`src/hdl/oblique_tree_classify_core_defines.svh`:
```
// Assertion macros shared by the classifier RTL.
// Each macro expects clk and arst_n to exist in the scope where it is used.
`ifndef OBLIQUE_TREE_CLASSIFY_CORE_DEFINES_SVH
`define OBLIQUE_TREE_CLASSIFY_CORE_DEFINES_SVH

// Same-cycle implication, disabled during reset.
`define OTC_ASSERT_NOW(lbl, ante, cons, msg) \
	lbl: assert property (@(posedge clk) disable iff (!arst_n) (ante) |-> (cons)) \
		else $error(msg);

// Next-cycle implication, disabled during reset.
`define OTC_ASSERT_NEXT(lbl, ante, cons, msg) \
	lbl: assert property (@(posedge clk) disable iff (!arst_n) (ante) |=> (cons)) \
		else $error(msg);

`endif

```
`src/hdl/otc_ram.sv`:
```
// Generic single-write, single-read RAM with registered read data.
// No dependencies.
`timescale 1ns / 1ps

module otc_ram #(
	parameter int WIDTH = 8,
	parameter int DEPTH = 16
) (
	input  logic                                         clk,
	input  logic                                         we,
	input  logic [((DEPTH > 1) ? $clog2(DEPTH) : 1)-1:0] waddr,
	input  logic [WIDTH-1:0]                             wdata,
	input  logic [((DEPTH > 1) ? $clog2(DEPTH) : 1)-1:0] raddr,
	output logic [WIDTH-1:0]                             rdata
);
	logic [WIDTH-1:0] mem_q [DEPTH];

	// Write port and registered read port.
	always_ff @(posedge clk) begin
		if (we) begin
			mem_q[waddr] <= wdata;
		end
		rdata <= mem_q[raddr];
	end
endmodule

```
`config.mk`:
```
export PLATFORM = sky130hd
export DESIGN_NAME = otc_ram
export DESIGN_NICKNAME = d
export VERILOG_FILES = /design/src/hdl/oblique_tree_classify_core_defines.svh /design/src/hdl/otc_ram.sv
export SDC_FILE = /design/constraint.sdc
export NUM_CORES = 1
export LEC_CHECK = 0
export BUFFER_PORTS_ARGS = -buffer_cell sky130_fd_sc_hd__buf_2
export CAP_MARGIN = 30
export CORE_MARGIN = 1.5
export CORE_UTILIZATION = 35
export CTS_CLUSTER_SIZE = 24
export DETAILED_ROUTE_END_ITERATION = 10
export PLACE_DENSITY = 0.5
export SKIP_LAST_GASP = 1
export SLEW_MARGIN = 5
export SYNTH_ARGS = -nofsm -noshare
export SYNTH_HDL_FRONTEND = slang
export SYNTH_SLANG_ARGS = --single-unit
export TNS_END_PERCENT = 10
```
`constraint.sdc`:
```
create_clock -name clk -period 2.1 [get_ports clk]
set_clock_uncertainty 0.05 [all_clocks]
set_input_delay 0.42 -clock clk [delete_from_list [all_inputs] [get_ports clk]]
set_output_delay 0.42 -clock clk [all_outputs]
set_load 0.005 [all_outputs]
```
# Word-level counts from Yosys, hierarchy flattened
# Memories as Yosys holds them, arrays and structs flattened. A register that Yosys moved wholly into a read port is not among the register bits.
# Cells that the tools add are included.
# word_totals
reg_bits	0
mem_count	1
ramBits	128
word_cells	3
# memory_table
memory	depth	word_bits	rd	rd_clocked_by_memory_dff	wr	line	rtl
mem_q	16	8	1	1	1	otc_ram.sv:16	logic [WIDTH-1:0] mem_q [DEPTH];
# classes
n_mux	2
# op_table
operator	count
1-bit two-way mux	2

# Longest topological paths before layout
# logic_depth
ltp_word	2
depth_mapped	5
ltp_nobuf	3

# Worst setup path after synthesis
# No wires, ideal clock.
# synth_path
path_type	input-to-reg
start	input waddr[2] (netlist bit)
end	memory mem_q[0][0], enable pin
setup_slack_ns	0.137
stages	2
arrival_time_ns	1.530
n_path_buf	0
t_required_ns	1.667
path_cell_list	or3b_2 > nor3_1
# synth_rtl
element	line	rtl
start, declared	otc_ram.sv:11	input logic [((DEPTH > 1) ? $clog2(DEPTH) : 1)-1:0] waddr,
end, declared	otc_ram.sv:16	
# No word-level cell before the write port.

==> metrics.yaml <==
status: "finished clean"
synth_fa_ha_area_frac: 0
synth_top_family_by_area: "multiplexers"
layout_worst_path_cycle_share: 0.6883
fin_setup_tns_ns: 0
wl_per_cell_um: 20.66
critPathRequiredTime_ns: 2.35
p_int_mw: 4.692
crit_type: "input pin to flop"
setup_violations: 0
start_util: 0.3569
synth_xor_xnor_area_share: 0
final_common_cell: "edfxtp_1"
cp.arrival_ns: 1.69
start_kind: "input pin"
vias_per_cell: 4.969
die_h_um: 124.3
portBuffers: 25
dp_hpwl_mm: 6.787
rsz0062_at_grt: "no"
drt_iter0_drc: 114
power_mw: 5.841
ant_nets: 0
die_w_um: 124.3
clkLatencyLatePin_ns: 0.41
grt_max_degree: 18
synth_compound_area_frac: 0.02333
cts_tree: "yes"
wl_mm: 9.998
hold_violations: 0
syn_inst: 229
swShare: 0.1968
power_frac_seq: 0.523
fin_crit_ns: 1.445
coreArea_um2: 14420
clock-sinks: 136
routed.top_layer: "met5"
grt_pass1_wl_mm: 15.71
fin_ws_ns: 0.6546
syn2layout_area_growth_pct: 19.01
cts_setup_buffers: 0
drt-pass1-iter-count: 4
nets: 304
root_buffer: "clkbuf_16"
ir_worst_vdd_mv: 0.5395
stdcell_area_um2: 6126
seq_area_frac_synth: 0.7778
drc_errors: 0
track_usage: 0.1418
p_per_area_nw_per_um2: 953.5
grt_antenna_before_repair: 2
grt_overflow: 0
wirelength_met1_mm: 4.628
vias: 2405
fill_cells: 1292
synth_nets: 247
clkPwrFrac: 0.428
cts_buffer_depth: 2
maxCapViolations: 0
muxShareOfSynthArea: 0.1502
finalNonFillerCells: 484
min_path_cells: 1
pwr-share-comb: 0.049
dpl_cell_area_um2: 5627
synth_cell_types: 19
path_max_fanout: 17
wl_met3_um: 426
netlist_area_um2: 5147
num_rows: 44
hold_class: "input pin to flop"
dp_slack_ns: 0.2028
power_switching_mw: 1.149
place.gp.congestion: 0.6794
fin_hold_ws_ns: 0.3463
clk_pin_slew_ns: 0.05
power_leakage_nw: 2.073
die_area_um2: 15440
cts_resized: 0
final_cell_mix: "128 x edfxtp_1, 25 x buf_2, 20 x buf_4"
worstSetupEndpointType: "flop"
utilization: 0.4247
avgSynthCellArea_um2: 22.48
synth_warnings: 0
fmax_mhz: 691.9
dp_cells: 451
drive_gt1_frac: 0.2977
relSlewSlack: 0.7130
io_pins: 26
first_global_vias: 2595
holdBufCountCts: 0
wl_met2_mm: 4.823
rr_worst_depth: 3
cts_buffers: 17
yosys.area_share.simple: 0.03184
slew_violations: 0
htreeDepth: 4
tightest_slew_ns: 0.4305
synth-seq-cells: 136
[sequential cells by signal, summed over array words and instances, names as in the netlist]
register and flops:
mem_q 128, rdata 8
[worst paths after layout]
kind	from	endpoint	slack, ns
hold reg to reg	mem_q[3][3]	rdata[3]	0.64
hold / removal	wdata[6]	mem_q[12][6]	0.35
setup reg to reg	mem_q[5][1]	rdata[1]	0.74
setup / recovery	raddr[0]	rdata[1]	0.65
[layer usage]
metal,up-vias,track usage
met1,1247,0.1876
met3,13,0.04553
met4,2,0.06491
li1,1094,-
met2,49,0.2143
met5,-,0
[Yosys cell counts]
cell             count  area (um2)
mux4_2              18       405.4
nand2b_1             2       12.51
buf_2                3       15.01
mux4_1              14       367.9
nand3b_1             2       15.01
a22oi_1             16       120.1
clkdlybuf4s25_2      3       30.03
and2_1               1       6.260
nor3_1               4       20.02
nand3_1              1       5.000
nand2_1              9       33.78
edfxtp_1           128        3844
nor2b_1              1       6.260
dfxtp_1              8       160.2
buf_4                1       7.510
nor2_1              13       48.80
and2b_1              1       7.510
or3b_2               1       8.760
buf_6                3       33.78
[logic make-up after synthesis]
logic type | Yosys count
buf+inv | 10
flops | 136
mux | 32
simple gates | 35
compound gates | 16
[worst max-delay path, stage by stage]
cell and delay, ns:
buf_2 0.16, buf_12 0.20, mux4_1 0.56, a22oi_1 0.26, nand2_1 0.08
[power by group through the flow]
| stage | registers [mW] | clock network, mW | logic, mW |
|---|---|---|---|
| 3_5_place_dp | 3.11 | 0 | 0.294 |
| 2_1_floorplan | 3.11 | 0 | 0.154 |
| 3_3_place_gp | 3.11 | 0 | 0.289 |
| 6_report | 3.06 | 2.50 | 0.284 |
| 5_1_grt | 3.06 | 2.67 | 0.314 |
| 4_1_cts | 3.06 | 2.56 | 0.294 |
[layout make-up]
cell class,instances,area [um2],share of cell area
clock inverters,5,23.77,0.003881
diodes,1,2.502,0.0004085
flip-flops and latches,136,4004,0.6536
clock buffers,27,473.0,0.07721
well taps,184,230.2,0.03758
repair buffers,48,335.3,0.05474
multi-input cells,83,1057,0.1726
Power figures use the tool's default switching activity.
