### src/hdl/oblique_tree_classify_core_defines.svh
// Assertion macros shared by the classifier RTL.
// Each macro expects clk and arst_n to exist in the scope where it is used.
`ifndef OBLIQUE_TREE_CLASSIFY_CORE_DEFINES_SVH
`define OBLIQUE_TREE_CLASSIFY_CORE_DEFINES_SVH

// Same-cycle implication, disabled during reset.
`define OTC_ASSERT_NOW(lbl, ante, cons, msg) \
	lbl: assert property (@(posedge clk) disable iff (!arst_n) (ante) |-> (cons)) \
		else $error(msg);

// Next-cycle implication, disabled during reset.
`define OTC_ASSERT_NEXT(lbl, ante, cons, msg) \
	lbl: assert property (@(posedge clk) disable iff (!arst_n) (ante) |=> (cons)) \
		else $error(msg);

`endif

### src/hdl/otc_pkg.sv
// Package of the oblique tree classifier: codes, states, field widths and defaults.
// No dependencies.
`timescale 1ns / 1ps

package otc_pkg;

	localparam int MAX_NODES_DEF     = 256;
	localparam int MAX_PROJ_ROWS_DEF = 1024;
	localparam int NUM_FEATURES_DEF  = 64;

	localparam int CUT_W   = 40;
	localparam int ACC_W   = 48;
	localparam int PROD_W  = 32;
	localparam int LABEL_W = 16;
	localparam int FEAT_W  = 7;

	typedef enum logic [1:0] {
		OP_LOAD_NODE = 2'd0,
		OP_LOAD_ROW  = 2'd1,
		OP_LOAD_FEAT = 2'd2,
		OP_EVAL      = 2'd3
	} op_t;

	typedef enum logic [3:0] {
		ST_IDLE,
		ST_RD_NODE,
		ST_CHK,
		ST_CNT_RD,
		ST_CNT_AC,
		ST_SEG,
		ST_PR_RD,
		ST_PR_EV,
		ST_FT_EV,
		ST_ACC,
		ST_CMP,
		ST_FIN
	} state_t;

	// Control of the shared multiply-accumulate unit.
	typedef struct packed {
		logic clr;
		logic mul;
		logic acc;
	} mac_ctl_t;

endpackage

### src/hdl/otc_mac.sv
// Shared multiply-accumulate unit with the cut compare of the classifier.
// Depends on otc_pkg.
`timescale 1ns / 1ps

module otc_mac (
	input  logic                               clk,
	input  otc_pkg::mac_ctl_t                  ctl,
	input  logic signed [15:0]                 feat,
	input  logic signed [15:0]                 coef,
	input  logic signed [otc_pkg::CUT_W-1:0]   cut,
	output logic                               below
);
	import otc_pkg::*;

	logic signed [PROD_W-1:0] prod_s1;
	logic signed [ACC_W-1:0]  acc_q;
	logic signed [ACC_W-1:0]  cut_ext;

	// Product register, then the exact accumulator.
	always_ff @(posedge clk) begin
		if (ctl.mul) begin
			prod_s1 <= feat * coef;
		end
		if (ctl.clr) begin
			acc_q <= '0;
		end else if (ctl.acc) begin
			acc_q <= acc_q + ACC_W'(prod_s1);
		end
	end

	// Signed compare of the sum against the node's cut.
	assign cut_ext = ACC_W'(cut);
	assign below   = acc_q < cut_ext;
endmodule

### config.mk
export PLATFORM = sky130hd
export DESIGN_NAME = otc_mac
export DESIGN_NICKNAME = d
export VERILOG_FILES = /design/src/hdl/oblique_tree_classify_core_defines.svh /design/src/hdl/otc_pkg.sv /design/src/hdl/otc_mac.sv
export SDC_FILE = /design/constraint.sdc
export NUM_CORES = 1
export LEC_CHECK = 0
export BUFFER_PORTS_ARGS = -buffer_cell sky130_fd_sc_hd__buf_2
export CAP_MARGIN = 20
export CELL_PAD_IN_SITES_DETAIL_PLACEMENT = 1
export CELL_PAD_IN_SITES_GLOBAL_PLACEMENT = 1
export CORE_ASPECT_RATIO = 0.9
export CORE_MARGIN = 2
export CORE_UTILIZATION = 50
export DETAILED_ROUTE_END_ITERATION = 8
export GPL_TIMING_DRIVEN = 0
export PLACE_DENSITY = 0.9
export RECOVER_POWER = 50
export SLEW_MARGIN = 20
export SYNTH_ARGS = -nofsm -noshare
export SYNTH_HDL_FRONTEND = slang
export SYNTH_SLANG_ARGS = --single-unit
### constraint.sdc
create_clock -name clk -period 7.39 [get_ports clk]
set_clock_uncertainty 0.15 [all_clocks]
set_input_delay 0.739 -clock clk [delete_from_list [all_inputs] [get_ports clk]]
set_output_delay 0.739 -clock clk [all_outputs]
set_load 0.01 [all_outputs]
---- Word-level counts from Yosys, hierarchy flattened ----
Cells that the tools add are included.
word-level totals
  output and inout bits ................... 1
  register bits after elaboration ......... 80
cells by class
  $add $sub $neg .......................... 1
  $lt $le $gt $ge ......................... 1
  multiply operators ...................... 1
operator list
  cell            count
  $add 48x32->48  1
  $lt 48x40->1    1
  $mul 16x16->32  1

---- Longest topological paths before layout ----
Gate-level depths: netlist of run 1.
  depth in word-level cells ............... 1
  mapped depth ............................ 24
  mapped depth without buffers ............ 23

---- Worst setup path before layout of run 1 ----
Ideal clock, no wire load.
  path kind ............................... input to register
  from .................................... input coef[7]
  to ...................................... register prod_s1[31] (data pin)
  stages .................................. 23
  library setup time ...................... 0.264 ns
  arrival time ............................ 6.307 ns
  path buffers ............................ 1
  data required time ...................... 6.976 ns
  setup slack ............................. 0.670 ns
  path through ............................ clkbuf_1 > nand2_1 > fa_1 > inv_1 > fa_1 > inv_1 > fa_1 > inv_1 > fa_1 > fa_1 > inv_1 > fa_1 > inv_1 > ha_1 > a21o_1 > a21oi_1 > o21ai_0 > o311ai_1 > a31o_2 > o21ai_1 > or2_2 > a211oi_1 > xnor2_1
between the ends
  longest elaborated chain between the ends .. 1
ends and longest elaborated chain
  item                  RTL line       RTL
  from (decl)           otc_mac.sv:9   input logic signed [15:0] coef,
  $mul 16x16->32        otc_mac.sv:22  prod_s1 <= feat * coef;
  to (signal assigned)  otc_mac.sv:22
  to (decl)             otc_mac.sv:15  logic signed [PROD_W-1:0] prod_s1;
Every way passes these cells.
A chain may end at the register's enable or synchronous reset.

---- Final worst setup path of run 1 ----
  from .................................... input coef[5]
  to ...................................... register prod_s1[28] (data pin)
Same word-level chain as after synthesis.

==> results of run 1 <==
## cell usage after synthesis, drive strengths merged, types with 11 or more instances
library cell	number	share of area, %
nor2	105	2.4
a21o	43	2.0
nand3	17	0.52
o21ai	46	1.4
clkbuf	55	1.3
nand2b	11	0.42
o21bai	17	0.78
edfxtp	32	5.9
ha	176	14
a211oi	12	0.55
and2	127	4.9
dfxtp	48	5.9
xnor2	47	2.5
inv	376	8.7
nand2	175	4.0
xor2	26	1.4
nor3	11	0.34
a21oi	96	3.0
nand4	22	0.85
mux2i	27	1.7
fa	263	32
## path summary, 6_finish.rpt
path,start,to,depth (start not counted)
max,coef[5],prod_s1[28],21
min,acc_q[42],acc_q[42],2
max reg2reg,acc_q[0],acc_q[42],13
min reg2reg,acc_q[42],acc_q[42],2
## state kept, by name, summed over array words and instances (netlist names)
| name | count |
|---|---|
| prod_s1 | 32 |
| acc_q | 48 |
## per-layer routing
layer / vias up / wire length, um / share of wire, % / global-route usage (%)
li1: 5996 / - / - / -
met1: 6707 / 20000 / 41 / 35.73
met2: 394 / 24210 / 50 / 53.72
met3: 131 / 2391 / 5.0 / 4.208
met4: 0 / 1683 / 3.5 / 10.48
met5: - / 0 / 0 / 0
## final cells by class
| class | count | area, um^2 |
|---|---|---|
| plain buffers | 49 | 201.4 |
| clock buffers | 11 | 232.7 |
| clock inverters | 5 | 57.56 |
| fillers | 3813 | 14560 |
| inverters | 376 | 1411 |
| multi-input cells | 1321 | 12680 |
| flip-flops and latches | 80 | 1922 |
| well taps | 416 | 520.5 |
| repair buffers | 76 | 377.9 |
## stage by stage
step | cell area (um^2) | instances | setup WS [ns] | utilization [%] | setup TNS [ns]
4_1_cts | 17430 | 2340 | 0.003773 | 54.52 | 0
3_3_place_gp | 17160 | 2332 | -0.2302 | 53.70 | -0.6026
5_1_grt | 17400 | 2334 | 0.01902 | 54.45 | 0
3_5_place_dp | 17160 | 2332 | -0.5232 | 53.70 | -2.249
6_report | 17400 | 2334 | 0.2318 | 54.45 | 0
2_1_floorplan | 16260 | 1840 | 0.6696 | - | 0
## kinds of logic after synthesis
group,count (synthesis)
adder cells (fa/ha/maj),439
AND/OR/NAND/NOR,495
flip-flops,80
XOR/XNOR,73
multiplexers,28
AO/OA/AOI/OAI,286
buffers and inverters,439
## cells in the final DEF, fill, tap and decap left out, types with 12 or more instances in the layout
cell type	count
inv_1	375
fa_1	262
ha_1	176
nand2_1	175
and2_1	124
nor2_1	105
a21oi_1	96
buf_2	81
dfxtp_1	48
xnor2_1	47
a21o_1	43
clkbuf_1	40
o21ai_0	38
edfxtp_1	32
mux2i_1	27
xor2_1	26
nand4_1	22
nand3_1	17
o21bai_1	17
a211oi_1	12
## critical path: stages
cell and delay (ns):
buf_2 0.17, clkbuf_2 0.22, and2_1 0.20, fa_1 0.51
inv_1 0.05, fa_1 0.48, fa_1 0.55, fa_1 0.57
inv_1 0.06, fa_1 0.56, fa_1 0.49, ha_1 0.41
a21o_1 0.21, a21o_1 0.18, a21oi_1 0.20, a31oi_1 0.26
a221oi_2 0.44, o2111ai_1 0.24, a31o_2 0.28, a21oi_1 0.19
xnor2_1 0.09
## repair_timing
| item | 4_1_cts | 5_1_grt |
|---|---|---|
| hold buffers | 0 | 0 |
| resized for setup | 2 | 11 |
| setup endpoints to repair | 3 | 5 |
==> impl.org, run 1 <==
** Finish
- Layout cells sized above 1 :: 6.100%
- The number of antenna diodes in the final layout is 0.
- After the last flow step, the layout net total stands at 2428.
- Synth-to-Final Area Change :: 7.009%

** Critical path
- For the worst setup path, the data required time is 7.34 ns.
- Crit path kind :: input pin to register
- Along the worst path, the maximum fanout reaches 10.
- Kind of end point of the critical path :: register
- Crit path arrival time :: 7.11 ns
- Crit path launch type :: input pin
- R2R setup slack :: 3.17 ns

** Die
- The die covers 33990 um^2.
- Die extent in x :: 194.1 um
- For this configuration, the core starts out at a cell density of 50.88%.
- The floorplan step set the die height to 175.1 um.
- Standard-cell row count :: 62
- Pin placement for this block handled 77 I/O pins.
- Core area :: 31960 um^2

** Drt
- Antenna-violating nets left :: 0
- After the first detailed-routing iteration, the DRC count stood at 731.
- Drt total wl :: 48290 um
- The detailed router placed 13228 vias in this run.
- Via/cell ratio :: 5.668
- DRC violations left :: 0
- First drt pass iteration count :: 6
- After detailed routing, the average wire length per cell comes to 20.69 um.

** Run status
- The flow ran to the end, but the final reports show violations.
- Failing checks :: max-capacitance violations, max-slew violations

** Logic synthesis
- Synthesized-area fraction occupied by ao, oa, aoi and oai cells :: 11.79%
- Per-instance average area after synthesis :: 8.838 um^2
- Post-synth net total :: 2355
- In the synthesized netlist the async set-or-reset flop fraction comes to 0%.
- Prevailing post-synth register cell :: dfxtp_1
- After Yosys synthesis, XOR and XNOR cells account for 3.932% of the synthesized area.
- In the synthesized netlist, mux cells make up 1.731% of the area.
- The synthesized netlist contains 66 unique library cells.
- After synthesis the netlist holds a flip-flop and latch count of 80.
- The synthesized netlist devotes 14.63% of its cell area to simple gates.
- Area share of fa/ha/maj cells after synthesis :: 45.92%
- Number of enable-type register cells in the synthesized netlist :: 32
- In this run the cell area of the synthesized design comes to 16260 um^2.
- For this run, the register share of the synthesized area comes to 11.82%.
- The cell count after synthesis came out at 1840.
- During synthesis, Yosys emitted a total of 0 warnings.
- By area, the combinational part of the netlist is dominated by adder cells.

** Global route
- Entering global routing, the biggest net connects 33 pins.
- The first global-routing pass estimated 79120 um of wire.
- Number of global-route vias before repair :: 15228
- The total overflow left after global routing is 0.
- Antenna violations before repair :: 0
- Global-route usage over all layers :: 29.55%

** STA
- Setup violations remaining at the end of the flow were counted as 0.
- Clock period minus final worst setup slack :: 7.158 ns
- Final Cycle Share :: 96.86%
- On the final layout, the worst hold slack is 0.3401 ns.
- For this run, the top clock speed supported by timing is 139.7 MHz.
- Setup repair after global routing left no endpoint under its margin.
- Worst relative slew slack :: -8.909%
- For the pin with the worst max-slew slack, the measured transition is 1.634 ns.
- The count of final max-slew check failures is 33.
- Count of final hold-check violations :: 0

** Clocking
- Once the clock tree was built, the setup fixing pass inserted 0 buffers.
- Clock-pin slew of the registers on the worst-case setup and hold paths :: 0.07 ns
- Buffers inserted during clock tree synthesis total 9.
- CTS root buf :: clkbuf_16
- The later pin in the worst-skew pair is clocked with a latency of 0.35 ns.
- Clock tree synthesis found a total of 80 sinks.
- H-Tree Level Count :: 3
- TritonCTS built the clock tree.
- Buffer levels on the longest clock path :: 2

** Placed design
- Count of input and output buffers :: 76
- Routability-driven placement finished with a final weighted congestion of 0.9574.
- Summed over all nets, the half-perimeter wirelength after detailed placement is 42930 um.

** Run
- Across the run, the number of max-cap violations was 1.

** Min path
- The tightest min-delay check is of the register to register type.
Power of run 1 is not shown: default switching activity piles up to over one toggle a cycle in this logic, so the estimate is an artifact.
==> run 2, diff against run 1 <==
- CELL_PAD_IN_SITES_DETAIL_PLACEMENT: 1 -> 0
==> impl.org, run 2 (synthesis gave the netlist of run 1 again) <==
** Drt
- The detailed-route wire length per cell came to 16.40 um (was 20.69 um).
- DRC violations left :: 0 (unchanged)
- Antenna-violating nets left :: 0 (unchanged)
- First drt pass iteration count :: 5 (was 6)
- Total number of vias :: 12533 (was 13228)
- Drt total wl :: 38350 um (was 48290 um)
- Via/cell ratio :: 5.361 (was 5.668)
- Initial DRC Count :: 730 (was 731)

** STA
- The pin slew with the least headroom to its limit is 1.599 ns (was 1.634 ns).
- The fraction of the cycle the final worst path needs came to 94.81% (was 96.86%).
- Count of final hold-check violations :: 0 (unchanged)
- Worst relative slew slack :: -6.595% (was -8.909%)
- Clock period minus final worst setup slack :: 7.006 ns (was 7.158 ns)
- Final number of max-transition violations :: 33 (unchanged)
- Unrepaired setup endpoints after global routing :: no (unchanged)
- The highest achievable clock rate was 142.7 MHz (was 139.7 MHz).
- The final setup violation count was 0 (unchanged).
- Final TNS setup :: 0 ns (unchanged)

** Finish
- Synth-to-Final Area Change :: 7.217% (was 7.009%)
- The sequential cell area in the final layout was 1922 um^2 (unchanged).
- The most flop-heavy register is acc_q (unchanged).
- Most used cells in the layout excluding fill and tap cells :: 375 x inv_1, 263 x fa_1, 176 x ha_1 (was 375 x inv_1, 262 x fa_1, 176 x ha_1)
- The area occupied by multi-input gates came to 12660 um^2 (was 12680 um^2).
- Biggest regs: acc_q: 48 flops, prod_s1: 32 flops (unchanged).
- Antenna Diode Count :: 0 (unchanged)
- Number of nets at the end of the flow :: 2432 (was 2428)
- Fillcell total :: 2972 (was 3813)
- The most common library cell in the layout ignoring fill and taps is inv_1 (unchanged).
- The number of standard cells in the layout, taps in and fillers out was 2338 (was 2334).
- Layout cells sized above 1 :: 6.139% (was 6.100%)
- Flip-flop count of the largest register, all copies and words added :: 48 (unchanged)

** Die
- The row count is 62 (unchanged).
- The placeable core area is 31960 um^2 (unchanged).
- The floorplan die area is 33990 um^2 (unchanged).
- Die Y-Extent :: 175.1 um (unchanged)
- Top Ports :: 77 (unchanged)
- The die extent in x came to 194.1 um (unchanged).
- The initial core utilization came to 50.88% (unchanged).

** Run status
- Result of the run: finished, violations left (unchanged).
- Failing checks :: max-capacitance violations, max-slew violations (unchanged)

** Placed design
- The placed cell count came to 2332 (unchanged).
- The count of buffers from port buffering came to 76 (unchanged).
- The final weighted congestion in routability-driven placement was 0.9574 (unchanged).
- The placed wire-length estimate came to 34000 um (was 42930 um).

** Global route
- The initial antenna violation count came to 0 (unchanged).
- Number of global-route vias before repair :: 13174 (was 15228)
- Global-route usage over all layers :: 23.87% (was 29.55%)
- First-pass GRT wire length :: 65470 um (was 79120 um)
- Largest net degree at the start of global routing :: 33 (unchanged)
- The final global-route overflow total came to 0 (unchanged).

** Clocking
- The root buffer cell was clkbuf_16 (unchanged).
- Clock buffer count from CTS :: 9 (unchanged)
- Total clock sinks :: 80 (unchanged)
- The clock latency reported for the late side of the worst-skew pair was 0.34 ns (was 0.35 ns).
- H-Tree Level Count :: 3 (unchanged)
- The clock edge transition at the registers on the reported setup and hold paths came to 0.06 ns (was 0.07 ns).
- Setup repair bufs after CTS :: 0 (unchanged)
- The number of buffers on the longest clock path came to 2 (unchanged).
- The TritonCTS clock tree is done (unchanged).

** Critical path
- Cell Chain, Critical Path: buf_2, clkbuf_2, nand2_1, fa_1, fa_1, fa_1, fa_1, inv_1, fa_1, fa_1, ha_1, a21o_1, a21o_1, a21oi_1, a31oi_1, a221oi_1, o2111ai_1, a31o_2, a21oi_1, xnor2_1 (was buf_2, clkbuf_2, and2_1, fa_1, inv_1, fa_1, fa_1, fa_1, inv_1, fa_1, fa_1, ha_1, a21o_1, a21o_1, a21oi_1, a31oi_1, a221oi_2, o2111ai_1, a31o_2, a21oi_1, xnor2_1).
- Library cell appearing most often on the critical path :: fa_1 (unchanged)
- Crit path launch type :: input pin (unchanged)
- The critical path arrival is 6.95 ns (was 7.11 ns).
- The highest-delay cell along the critical path is fa_1 (unchanged).
- The element type at the critical path end was a register (unchanged).
- The worst reg2reg path startpoint was acc_q[0] (unchanged).
- Max incr delay on CP :: 0.55 ns (was 0.57 ns)
- The critical path start-end classification was input pin to register (unchanged).
- Worst Reg-to-Reg Cells :: 13 (unchanged)
- Endpoint of the worst register-to-register path :: acc_q[46] (was acc_q[42])
- R2R setup slack :: 3.33 ns (was 3.17 ns)
- The maximum net fanout on the critical path is 10 (unchanged).
- First element of the critical path :: feat[9] (was coef[5])
- The required time of the critical path was 7.33 ns (was 7.34 ns).

** Min path
- The start point of the worst hold path is acc_q[42] (unchanged).
- Path type of the worst min-delay path :: register to register (unchanged)
- The end point of the most critical hold path was acc_q[42] (unchanged).
- Worst hold path stage count :: 2 (unchanged)

** Run
- Max cap viols :: 1 (unchanged)
==> run 2: per-layer routing <==
metal	share of wire (%)	up-vias	wire length [um]	global-route usage (%)
li1	-	6011	-	-
met1	46	6059	17750	32.55
met2	45	409	17350	39.61
met3	6.8	54	2601	4.304
met4	1.7	0	652	5.808
met5	0	-	0	0
==> run 2: worst max path at each step <==
stage	slack, ns	to
after floorplan	0.67	prod_s1[31]
after global placement	-0.23	prod_s1[31]
after detailed placement	-0.28	prod_s1[31]
after CTS	0.08	prod_s1[31]
after global routing	0.02	prod_s1[31]
final	0.38	prod_s1[28]
==> run 2: cell type report <==
type	count	share of cell area (%)
Sequential cell	80	11.02
Multi-Input combinational cell	1321	72.64
Tap cell	416	2.985
Timing Repair Buffer	76	2.167
Clock inverter	4	0.2942
Buffer	53	1.263
Inverter	376	8.095
Clock buffer	12	1.536
==> run 2: worst max-delay path: cells and delay by family <==
family | cells | cell delay (ns)
AND/OR/NAND/NOR | 1 | 0.13
XOR/XNOR | 1 | 0.08
adder cells (fa/ha/maj) | 7 | 3.39
AO/OA/AOI/OAI | 8 | 2.02
buffers and inverters | 3 | 0.59
==> run 2: repair_timing <==
action,CTS,global route
endpoints found under the setup margin,0,5
resized for setup,0,20
hold buffers,0,0
==> run 2: metrics by stage <==
stage | utilization, % | instance area [um^2] | hold WS [ns] | worst slack (ns)
after global routing | 54.55 | 17440 | 0.3729 | 0.01854
final | 54.55 | 17440 | 0.3379 | 0.3837
after detailed placement | 53.70 | 17160 | 0.3321 | -0.2790
after CTS | 54.70 | 17480 | 0.3408 | 0.07797
after floorplan | - | 16260 | 0.2959 | 0.6696
after global placement | 53.70 | 17160 | 0.3267 | -0.2302
Power of run 2 is left out for the same reason.
